File: src/hdl/bsa_pkg.sv
// shared constants, result codes and control/status types for the slot allocator
package bsa_pkg;

  localparam int NUM_SLOTS  = 256;
  localparam int SLOT_BYTES = 16;
  localparam int SLOT_W     = $clog2(NUM_SLOTS);
  localparam int MAP_BYTES  = NUM_SLOTS / 8;
  localparam int BYTE_IDX_W = $clog2(MAP_BYTES);
  localparam int RUN_W      = 9;
  localparam int SIZE_W     = 13;
  localparam int COUNT_W    = 13;
  localparam int CAPACITY   = NUM_SLOTS * SLOT_BYTES;

  localparam logic [7:0] FULL_BYTE = 8'hFF;

  localparam logic KIND_ALLOC = 1'b0;
  localparam logic KIND_FREE  = 1'b1;

  localparam logic [1:0] ST_OK        = 2'd0;
  localparam logic [1:0] ST_NO_SPACE  = 2'd1;
  localparam logic [1:0] ST_NOT_ALLOC = 2'd2;
  localparam logic [1:0] ST_ZERO_SIZE = 2'd3;

  typedef struct packed {
    logic       latch_in;
    logic       start_scan;
    logic       scan_step;
    logic       load_len;
    logic       mark_step;
    logic       commit;
    logic       load_out;
    logic [1:0] out_status;
  } bsa_cmd_t;

  typedef struct packed {
    logic kind;
    logic zero_size;
    logic short_space;
    logic rec_valid;
    logic found;
    logic scan_last;
    logic mark_last;
  } bsa_stat_t;

endpackage

File: src/hdl/bitmap_slot_allocator_top.sv
// first-fit slot allocator over a 256-slot pool of 16-byte slots
//
// input channel (in_valid/in_ready): one transfer carries kind, size_bytes and
// slot_address. kind allocate asks for size_bytes rounded up to whole slots;
// kind free releases the run that starts at slot_address.
// output channel (out_valid/out_ready): exactly one result transfer per item
// with status, start_slot, run_slots and the used byte total after the item.
// one item is processed at a time; in_ready is high only while idle.
// sequence: errors found at the size or record check go from the decode state
// straight to the result; a free loads the run length, marks the map bytes the
// run spans and commits; an allocate scans map bytes (one per cycle, up to 32),
// marks the map bytes the run spans and commits. the map walk works over
// single bytes.
// a result waiting in the output register does not stop the next input
// transfer; only the following result waits until out_ready takes the first.
// reset (rst, synchronous): every slot free, no recorded runs, zero bytes
// used, no result pending.
module bitmap_slot_allocator_top import bsa_pkg::*; (
  input  logic               clk,
  input  logic               rst,
  input  logic               in_valid,
  output logic               in_ready,
  input  logic               kind,
  input  logic [SIZE_W-1:0]  size_bytes,
  input  logic [SLOT_W-1:0]  slot_address,
  output logic               out_valid,
  input  logic               out_ready,
  output logic [1:0]         status,
  output logic [SLOT_W-1:0]  start_slot,
  output logic [RUN_W-1:0]   run_slots,
  output logic [COUNT_W-1:0] used_bytes
);

  bsa_cmd_t  cmd;
  bsa_stat_t stat;

  // sequencer: one item at a time, owns both handshakes
  bsa_ctrl u_ctrl (
    .clk       (clk),
    .rst       (rst),
    .in_valid  (in_valid),
    .in_ready  (in_ready),
    .out_valid (out_valid),
    .out_ready (out_ready),
    .cmd       (cmd),
    .stat      (stat)
  );

  // map, records, byte count and result register
  bsa_dp u_dp (
    .clk        (clk),
    .rst        (rst),
    .cmd        (cmd),
    .stat       (stat),
    .kind_in    (kind),
    .size_in    (size_bytes),
    .addr_in    (slot_address),
    .status     (status),
    .start_slot (start_slot),
    .run_slots  (run_slots),
    .used_bytes (used_bytes)
  );

`ifndef ASSERT_OFF
  // a granted or released run is never empty
  a_ok_run: assert property (@(posedge clk) disable iff (rst)
    out_valid && status == ST_OK |-> run_slots != '0)
    else $error("ok result with empty run");

  // failed items report no run
  a_err_zero: assert property (@(posedge clk) disable iff (rst)
    out_valid && status != ST_OK |-> run_slots == '0 && start_slot == '0)
    else $error("failed result carries a run");

  // byte total never exceeds the pool
  a_cap: assert property (@(posedge clk) disable iff (rst)
    out_valid |-> {1'b0, used_bytes} <= (COUNT_W+1)'(CAPACITY))
    else $error("used bytes beyond pool capacity");

  // in the cycle after an input transfer the block is busy
  a_busy: assert property (@(posedge clk) disable iff (rst)
    in_valid && in_ready |=> !in_ready)
    else $error("input taken while an item is in flight");
`endif

endmodule

File: src/hdl/bsa_dp.sv
// allocator datapath: used map, run records, byte counter, scan and mark logic
module bsa_dp import bsa_pkg::*; (
  input  logic                clk,
  input  logic                rst,
  input  bsa_cmd_t            cmd,
  output bsa_stat_t           stat,
  input  logic                kind_in,
  input  logic [SIZE_W-1:0]   size_in,
  input  logic [SLOT_W-1:0]   addr_in,
  output logic [1:0]          status,
  output logic [SLOT_W-1:0]   start_slot,
  output logic [RUN_W-1:0]    run_slots,
  output logic [COUNT_W-1:0]  used_bytes
);

  logic                  kind_r;
  logic [SIZE_W-1:0]     size_r;
  logic [SLOT_W-1:0]     addr_r;
  logic [NUM_SLOTS-1:0]  used_map;
  logic [NUM_SLOTS-1:0]  rec_valid;
  logic [RUN_W-1:0]      rec_mem [0:NUM_SLOTS-1];
  logic [RUN_W-1:0]      rd_data;
  logic [COUNT_W-1:0]    used_count;
  logic [BYTE_IDX_W-1:0] byte_idx;
  logic [RUN_W-1:0]      run_len;
  logic [SLOT_W-1:0]     run_start;
  logic [RUN_W-1:0]      mark_len;

  logic [SIZE_W:0]       need_sum;
  logic [SIZE_W:0]       need_full;
  logic [RUN_W-1:0]      need;
  logic [COUNT_W-1:0]    free_bytes;
  logic [7:0]            map_byte;
  logic [RUN_W-1:0]      scan_len;
  logic [SLOT_W-1:0]     scan_st;
  logic                  scan_found;
  logic [RUN_W-1:0]      mark_end;
  logic [RUN_W-1:0]      mark_tail;
  logic [7:0]            mark_mask;
  logic [7:0]            new_byte;
  logic [COUNT_W-1:0]    run_bytes;

  // slots needed, rounded up
  assign need_sum   = {1'b0, size_r} + (SIZE_W+1)'(SLOT_BYTES - 1);
  assign need_full  = need_sum / (SIZE_W+1)'(SLOT_BYTES);
  assign need       = need_full[RUN_W-1:0];
  assign free_bytes = COUNT_W'(CAPACITY) - used_count;
  assign map_byte   = used_map[{byte_idx, 3'b000} +: 8];

  // first-fit walk over one map byte
  always_comb begin
    scan_len   = run_len;
    scan_st    = run_start;
    scan_found = 1'b0;
    if (map_byte == FULL_BYTE) begin
      scan_len = '0;
    end else begin
      for (int i = 0; i < 8; i++) begin
        if (!scan_found) begin
          if (map_byte[i]) begin
            scan_len = '0;
          end else begin
            if (scan_len == '0) scan_st = {byte_idx, 3'(i)};
            scan_len = scan_len + 1'b1;
            if (scan_len >= need) scan_found = 1'b1;
          end
        end
      end
    end
  end

  // slots of the current byte that fall inside the run
  assign mark_end  = {1'b0, run_start} + mark_len;
  assign mark_tail = mark_end - RUN_W'(1);

  always_comb begin
    for (int i = 0; i < 8; i++) begin
      mark_mask[i] = ({byte_idx, 3'(i)} >= run_start) &&
                     ({1'b0, byte_idx, 3'(i)} < mark_end);
    end
  end

  assign new_byte  = (kind_r == KIND_ALLOC) ? (map_byte | mark_mask) : (map_byte & ~mark_mask);
  assign run_bytes = COUNT_W'(mark_len * SLOT_BYTES);

  assign stat.kind        = kind_r;
  assign stat.zero_size   = (size_r == '0);
  assign stat.short_space = ({1'b0, size_r} > {1'b0, free_bytes});
  assign stat.rec_valid   = rec_valid[addr_r];
  assign stat.found       = scan_found;
  assign stat.scan_last   = (byte_idx == BYTE_IDX_W'(MAP_BYTES - 1));
  assign stat.mark_last   = (byte_idx == mark_tail[SLOT_W-1:3]);

  // control state
  always_ff @(posedge clk) begin
    if (rst) begin
      used_map   <= '0;
      rec_valid  <= '0;
      used_count <= '0;
    end else begin
      if (cmd.mark_step) used_map[{byte_idx, 3'b000} +: 8] <= new_byte;
      if (cmd.commit) begin
        if (kind_r == KIND_ALLOC) begin
          rec_valid[run_start] <= 1'b1;
          used_count           <= used_count + run_bytes;
        end else begin
          rec_valid[run_start] <= 1'b0;
          used_count           <= (used_count > run_bytes) ? used_count - run_bytes : '0;
        end
      end
    end
  end

  // run length records
  always_ff @(posedge clk) begin
    if (cmd.commit && kind_r == KIND_ALLOC) rec_mem[run_start] <= mark_len;
    rd_data <= rec_mem[addr_r];
  end

  // working and result registers
  always_ff @(posedge clk) begin
    if (cmd.latch_in) begin
      kind_r <= kind_in;
      size_r <= size_in;
      addr_r <= addr_in;
    end
    if (cmd.start_scan) begin
      byte_idx  <= '0;
      run_len   <= '0;
      run_start <= '0;
    end
    if (cmd.scan_step) begin
      run_len   <= scan_len;
      run_start <= scan_st;
      if (scan_found) begin
        mark_len <= need;
        byte_idx <= scan_st[SLOT_W-1:3];
      end else begin
        byte_idx <= byte_idx + 1'b1;
      end
    end
    if (cmd.load_len) begin
      mark_len  <= rd_data;
      run_start <= addr_r;
      byte_idx  <= addr_r[SLOT_W-1:3];
    end
    if (cmd.mark_step) byte_idx <= byte_idx + 1'b1;
    if (cmd.load_out) begin
      status     <= cmd.out_status;
      used_bytes <= used_count;
      if (cmd.out_status == ST_OK) begin
        start_slot <= run_start;
        run_slots  <= mark_len;
      end else begin
        start_slot <= '0;
        run_slots  <= '0;
      end
    end
  end

endmodule

File: src/hdl/bsa_ctrl.sv
// allocator controller: sequences check, scan, mark, commit and result transfer
module bsa_ctrl import bsa_pkg::*; (
  input  logic      clk,
  input  logic      rst,
  input  logic      in_valid,
  output logic      in_ready,
  output logic      out_valid,
  input  logic      out_ready,
  output bsa_cmd_t  cmd,
  input  bsa_stat_t stat
);

  localparam logic [2:0] S_IDLE     = 3'd0;
  localparam logic [2:0] S_DECODE   = 3'd1;
  localparam logic [2:0] S_SCAN     = 3'd2;
  localparam logic [2:0] S_FREE_LEN = 3'd3;
  localparam logic [2:0] S_MARK     = 3'd4;
  localparam logic [2:0] S_COMMIT   = 3'd5;
  localparam logic [2:0] S_OUT      = 3'd6;

  logic [2:0] state;
  logic [2:0] state_next;
  logic [1:0] status_r;
  logic [1:0] status_r_next;
  logic       out_valid_next;

  assign in_ready = (state == S_IDLE);

  always_comb begin
    state_next    = state;
    status_r_next = status_r;
    cmd           = '0;
    unique case (state)
      S_IDLE: begin
        if (in_valid) begin
          cmd.latch_in = 1'b1;
          state_next   = S_DECODE;
        end
      end
      S_DECODE: begin
        if (stat.kind == KIND_ALLOC) begin
          if (stat.zero_size) begin
            status_r_next = ST_ZERO_SIZE;
            state_next    = S_OUT;
          end else if (stat.short_space) begin
            status_r_next = ST_NO_SPACE;
            state_next    = S_OUT;
          end else begin
            cmd.start_scan = 1'b1;
            state_next     = S_SCAN;
          end
        end else if (!stat.rec_valid) begin
          status_r_next = ST_NOT_ALLOC;
          state_next    = S_OUT;
        end else begin
          state_next = S_FREE_LEN;
        end
      end
      S_SCAN: begin
        cmd.scan_step = 1'b1;
        if (stat.found) begin
          state_next = S_MARK;
        end else if (stat.scan_last) begin
          status_r_next = ST_NO_SPACE;
          state_next    = S_OUT;
        end
      end
      S_FREE_LEN: begin
        cmd.load_len = 1'b1;
        state_next   = S_MARK;
      end
      S_MARK: begin
        cmd.mark_step = 1'b1;
        if (stat.mark_last) state_next = S_COMMIT;
      end
      S_COMMIT: begin
        cmd.commit    = 1'b1;
        status_r_next = ST_OK;
        state_next    = S_OUT;
      end
      S_OUT: begin
        if (!out_valid || out_ready) begin
          cmd.load_out = 1'b1;
          state_next   = S_IDLE;
        end
      end
      default: begin
        state_next = S_IDLE;
      end
    endcase
    cmd.out_status = status_r;
  end

  assign out_valid_next = cmd.load_out ? 1'b1 : (out_ready ? 1'b0 : out_valid);

  always_ff @(posedge clk) begin
    if (rst) begin
      state     <= S_IDLE;
      status_r  <= ST_OK;
      out_valid <= 1'b0;
    end else begin
      state     <= state_next;
      status_r  <= status_r_next;
      out_valid <= out_valid_next;
    end
  end

endmodule
File: config.mk
export PLATFORM = sky130hd
export DESIGN_NAME = bitmap_slot_allocator_top
export DESIGN_NICKNAME = d
export VERILOG_FILES = /design/src/hdl/bsa_pkg.sv /design/src/hdl/bitmap_slot_allocator_top.sv /design/src/hdl/bsa_dp.sv /design/src/hdl/bsa_ctrl.sv
export SDC_FILE = /design/constraint.sdc
export NUM_CORES = 2
export LEC_CHECK = 0
export BUFFER_PORTS_ARGS = -buffer_cell sky130_fd_sc_hd__buf_2
export CORE_MARGIN = 4
export CORE_UTILIZATION = 42
export CTS_BUF_LIST = sky130_fd_sc_hd__clkbuf_4 sky130_fd_sc_hd__clkbuf_8 sky130_fd_sc_hd__clkbuf_16
export CTS_CLUSTER_DIAMETER = 50
export CTS_CLUSTER_SIZE = 24
export DETAILED_ROUTE_END_ITERATION = 10
export PLACE_DENSITY_LB_ADDON = 0.3
export RECOVER_POWER = 25
export SYNTH_ARGS = -nofsm -noshare
export SYNTH_HDL_FRONTEND = slang
export SYNTH_SLANG_ARGS = --single-unit
File: constraint.sdc
create_clock -name clk -period 33 [get_ports clk]
set_input_delay 9.9 -clock clk [delete_from_list [all_inputs] [get_ports clk]]
set_output_delay 9.9 -clock clk [all_outputs]
set_load 0.03 [all_outputs]
==> reports/metrics.yaml <==
run_status:
  status: "complete, but fails checks"
  violations: "capacitance limit, slew limit"
timing:
  hold_viol_final: 0
  hold_slack_ps: 486
  tns_ps: 0
  rsz0062_at_grt: "no"
  min_period_ps: 16910
  worstMarginPinSlew_ps: 9830
  setup_violations: 0
  slew_headroom: -5.56
  maxClockFrequency_mhz: 59.1
  slew_violations: 1487
  timing.final.crit_share: 0.512
  skew_ps: 80.3
route:
  vias: 70200
  drc: 0
  wirelength_um: 330000
  drtPass1Iterations: 6
  ant_nets: 0
  routed_via_density: 6.06
  drt_iter0_markers: 8531
  wire_per_inst_um: 28.5
floorplanning:
  die_w_um: 550
  die_y_um: 550
  rows: 198
  initial_utilization: 0.423
  dieArea_um2: 302000
  core_area_um2: 291000
  io_pins: 60
clock_tree:
  clkLatencyLatePin_ps: 920
  postCtsSetupBuffers: 0
  cts.sinks: 2921
  clock-root-buffer: "clkbuf_16"
  numCtsBuffers: 306
  cts_resized: 0
  clk_pin_slew_ps: 70
  htreeDepth: 5
  holdBufCountCts: 0
  cts_tree: "yes"
  clock_tree.buffer_depth: 4
power_and_ir_drop:
  seqPwrFrac: 0.321
  power.share.clock: 0.259
  p_sw_mw: 5.60
  power_switching_share: 0.392
  intPower_mw: 8.67
  p_leak_nw: 43.5
  vdd_ir_drop_max_v: 0.000157
  power_density_nw_per_um2: 103
  power_frac_comb: 0.421
synthesis:
  synth-edff-count: 2385
  ys_types: 112
  async_reset_ff_frac: 0
  synth_top_cell_by_area: "edfxtp_1"
  synth_xor_area_frac: 0.00565
  synth-simple-area-share: 0.0540
  ys_ff_latch: 2921
  ys.warnings.count: 0
  avgSynthCellArea_um2: 16.5
  yosys_most_used_dff: "edfxtp_1"
  synth_area_um2: 123000
  synth_top_family_by_area: "multiplexers"
  synth.top_cell.area_share: 0.581
  synth-seq-area-share: 0.669
  yosys-top-cells-area: "edfxtp_1 58%, mux4_2 17%, dfxtp_1 8.7%"
  synth_fa_ha_area_frac: 0.0138
  synth_cells: 7453
  synth_compound_area_frac: 0.0633
  synthMuxAreaShare: 0.175
setup_path:
  reg2reg_depth: 62
  crit_type: "flip-flop to flip-flop"
  worstSetupStartpointType: "flip-flop"
  r2r_end: "u_dp.byte_idx[3]$_DFFE_PP_"
  crit_top_cell: "ha_1"
  critPathTopFamily: "compound AO/OA/AOI/OAI gates"
  regToRegSetupSlack_ps: 16090
  critPathMaxFanout: 50
  cp_num_buf_inv: 8
  crit_arrival_ps: 17520
  slowest_stage: "o31ai_2"
  cp_num_cells: 62
  slowest_delay_ps: 910
  worstPathRequired_ps: 33610
  cp-end-kind: "flip-flop"
  regToRegStartpoint: "u_dp.byte_idx[1]$_DFFE_PP_"
min_path:
  holdPathStages: 2
  hold_path.class: "flip-flop to flip-flop"
  min_from: "u_dp.used_map[187]$_SDFFE_PP0P_"
  whs_endpoint: "u_dp.used_map[187]$_SDFFE_PP0P_"
global_route:
  grt_pass1_wl_um: 485000
  grt_pass1_vias: 68600
  antenna_found_initial: 20
  grt_max_degree: 209
  grt_overflow: 0
  track_usage: 0.215
job:
  cap_violations: 12
final_layout:
  nNetsFinal: 7576
  num-fill-cells: 24300
  drive_above_1_share: 0.230
  finalNonFillerCells: 11600
  design_area_um2: 139000
  areaGrowthSynthToFinish_pct: 12.5
place:
  gp_congestion: 0.883
  placed_cell_area_um2: 128000
  numPortBuffers: 55
  dp.cells: 11000
  dp_hpwl_um: 200000
layout make-up:
type / count / area [µm²] / area share
multi-input cells: 3908 / 38600 / 0.279
repair buffers: 202 / 1400 / 0.0101
clock buffers: 319 / 7820 / 0.0564
diodes: 5 / 12.5 / 0.0000903
well taps: 3900 / 4880 / 0.0352
clock inverters: 247 / 3200 / 0.0231
flip-flops and latches: 2921 / 82300 / 0.594
inverters: 77 / 289 / 0.00209
tightest hold or removal path, delay by kind of cell, from the launching register on:
kind | cells | cell delay, ps
AOI/OAI and AO/OA | 1 | 60
DFF | 1 | 330
and+or+nand+nor | 1 | 70
cell usage after synthesis (all sizes together) (7+ instances only):
cell	n
o22ai	7
a211oi	33
nor2	885
inv	77
a21oi	550
edfxtp	2385
o211ai	12
o21ai	86
o31ai	14
a211o	10
a31oi	14
nand2	229
nand4	25
and2	31
nor3	85
o311ai	8
nand2b	42
dfxtp	536
mux4	910
xnor2	49
and3	26
o31a	11
ha	131
a311oi	247
buf	105
or2	15
o211a	7
a21o	43
nor2b	23
a22oi	18
clkbuf	445
nor4	25
or3	30
o21bai	10
xor2	27
o21a	13
mux2i	99
nand3	64
state kept, by name, indices dropped and copies added (netlist names), 9 cells and up:
register / count
u_dp.rd_data: 9
u_dp.mark_len: 9
u_dp.size_r: 13
u_dp.rec_mem: 2304
u_dp.used_bytes: 9
u_dp.run_slots: 9
u_dp.rec_valid: 256
u_dp.used_map: 256
u_dp.used_count: 9
u_dp.run_len: 9
stage by stage:
step / total power [mW] / setup slack [ps] / utilization
finish: 14.3 / 16090 / 0.476
global route: 15.0 / 14770 / 0.476
CTS: 14.2 / 16320 / 0.476
detailed placement: 10.5 / 16380 / 0.438
global placement: 10.5 / 16540 / 0.438
floorplan: 8.74 / 19640 / -
power groups by stage:
stage | Clock [mW] | Combinational [mW] | Sequential (mW)
2_1_floorplan | 0 | 3.98 | 4.76
3_3_place_gp | 0 | 5.92 | 4.55
3_5_place_dp | 0 | 5.94 | 4.56
4_1_cts | 3.75 | 5.98 | 4.48
5_1_grt | 3.91 | 6.53 | 4.59
6_report | 3.69 | 6.00 | 4.58
how the worst max path moves through the flow:
stage,start,end,slack [ps]
2_1_floorplan,u_dp.byte_idx[2]$_DFFE_PP_,u_dp.byte_idx[3]$_DFFE_PP_,19640
3_3_place_gp,u_dp.byte_idx[1]$_DFFE_PP_,u_dp.byte_idx[3]$_DFFE_PP_,16540
3_5_place_dp,u_dp.byte_idx[1]$_DFFE_PP_,u_dp.byte_idx[3]$_DFFE_PP_,16380
4_1_cts,u_dp.byte_idx[1]$_DFFE_PP_,u_dp.byte_idx[3]$_DFFE_PP_,16320
5_1_grt,u_dp.byte_idx[1]$_DFFE_PP_,u_dp.byte_idx[3]$_DFFE_PP_,14770
6_report,u_dp.byte_idx[1]$_DFFE_PP_,u_dp.byte_idx[3]$_DFFE_PP_,16090
logic make-up (layout without fill, tap and decap cells):
family / after synthesis / after routing
compound gates: 1164 / 1164
xor+xnor: 77 / 77
fa+ha+maj: 134 / 134
buf+inv: 627 / 845
flops: 2921 / 2921
mux: 1015 / 1015
other cells: 1 / 9
simple gates: 1514 / 1514
routing by layer:
metal / global-route usage / vias to the layer above / wire length [µm] / share of wire
met5: 0 / - / 13 / 0.000039
met2: 0.342 / 3109 / 158000 / 0.48
met4: 0.0588 / 2 / 9530 / 0.029
met1: 0.311 / 36700 / 135000 / 0.41
met3: 0.0344 / 504 / 27000 / 0.082
li1: - / 29900 / - / -
placed cells by master, fill, tap and decap left out, types with 22 or more instances in the layout:
| cell type | count |
|---|---|
| a21oi_1 | 547 |
| clkinv_4 | 23 |
| a21o_1 | 43 |
| and2_1 | 29 |
| bufinv_16 | 29 |
| ha_1 | 131 |
| nor2_1 | 859 |
| inv_8 | 39 |
| and3_1 | 26 |
| nor2b_1 | 22 |
| dfxtp_1 | 536 |
| nand2_1 | 213 |
| o21ai_0 | 73 |
| nor3_1 | 75 |
| xor2_1 | 27 |
| a311oi_1 | 246 |
| clkinvlp_4 | 28 |
| clkinv_8 | 35 |
| nand4_1 | 23 |
| inv_1 | 77 |
| mux2i_1 | 99 |
| nand2b_1 | 42 |
| edfxtp_1 | 2385 |
| or3_1 | 28 |
| nor4_1 | 23 |
| clkbuf_16 | 309 |
| xnor2_1 | 48 |
| mux4_2 | 910 |
| a211oi_1 | 30 |
| inv_6 | 43 |
| buf_4 | 125 |
| nand3_1 | 63 |
| buf_2 | 54 |
Power figures use the tool's default switching activity.
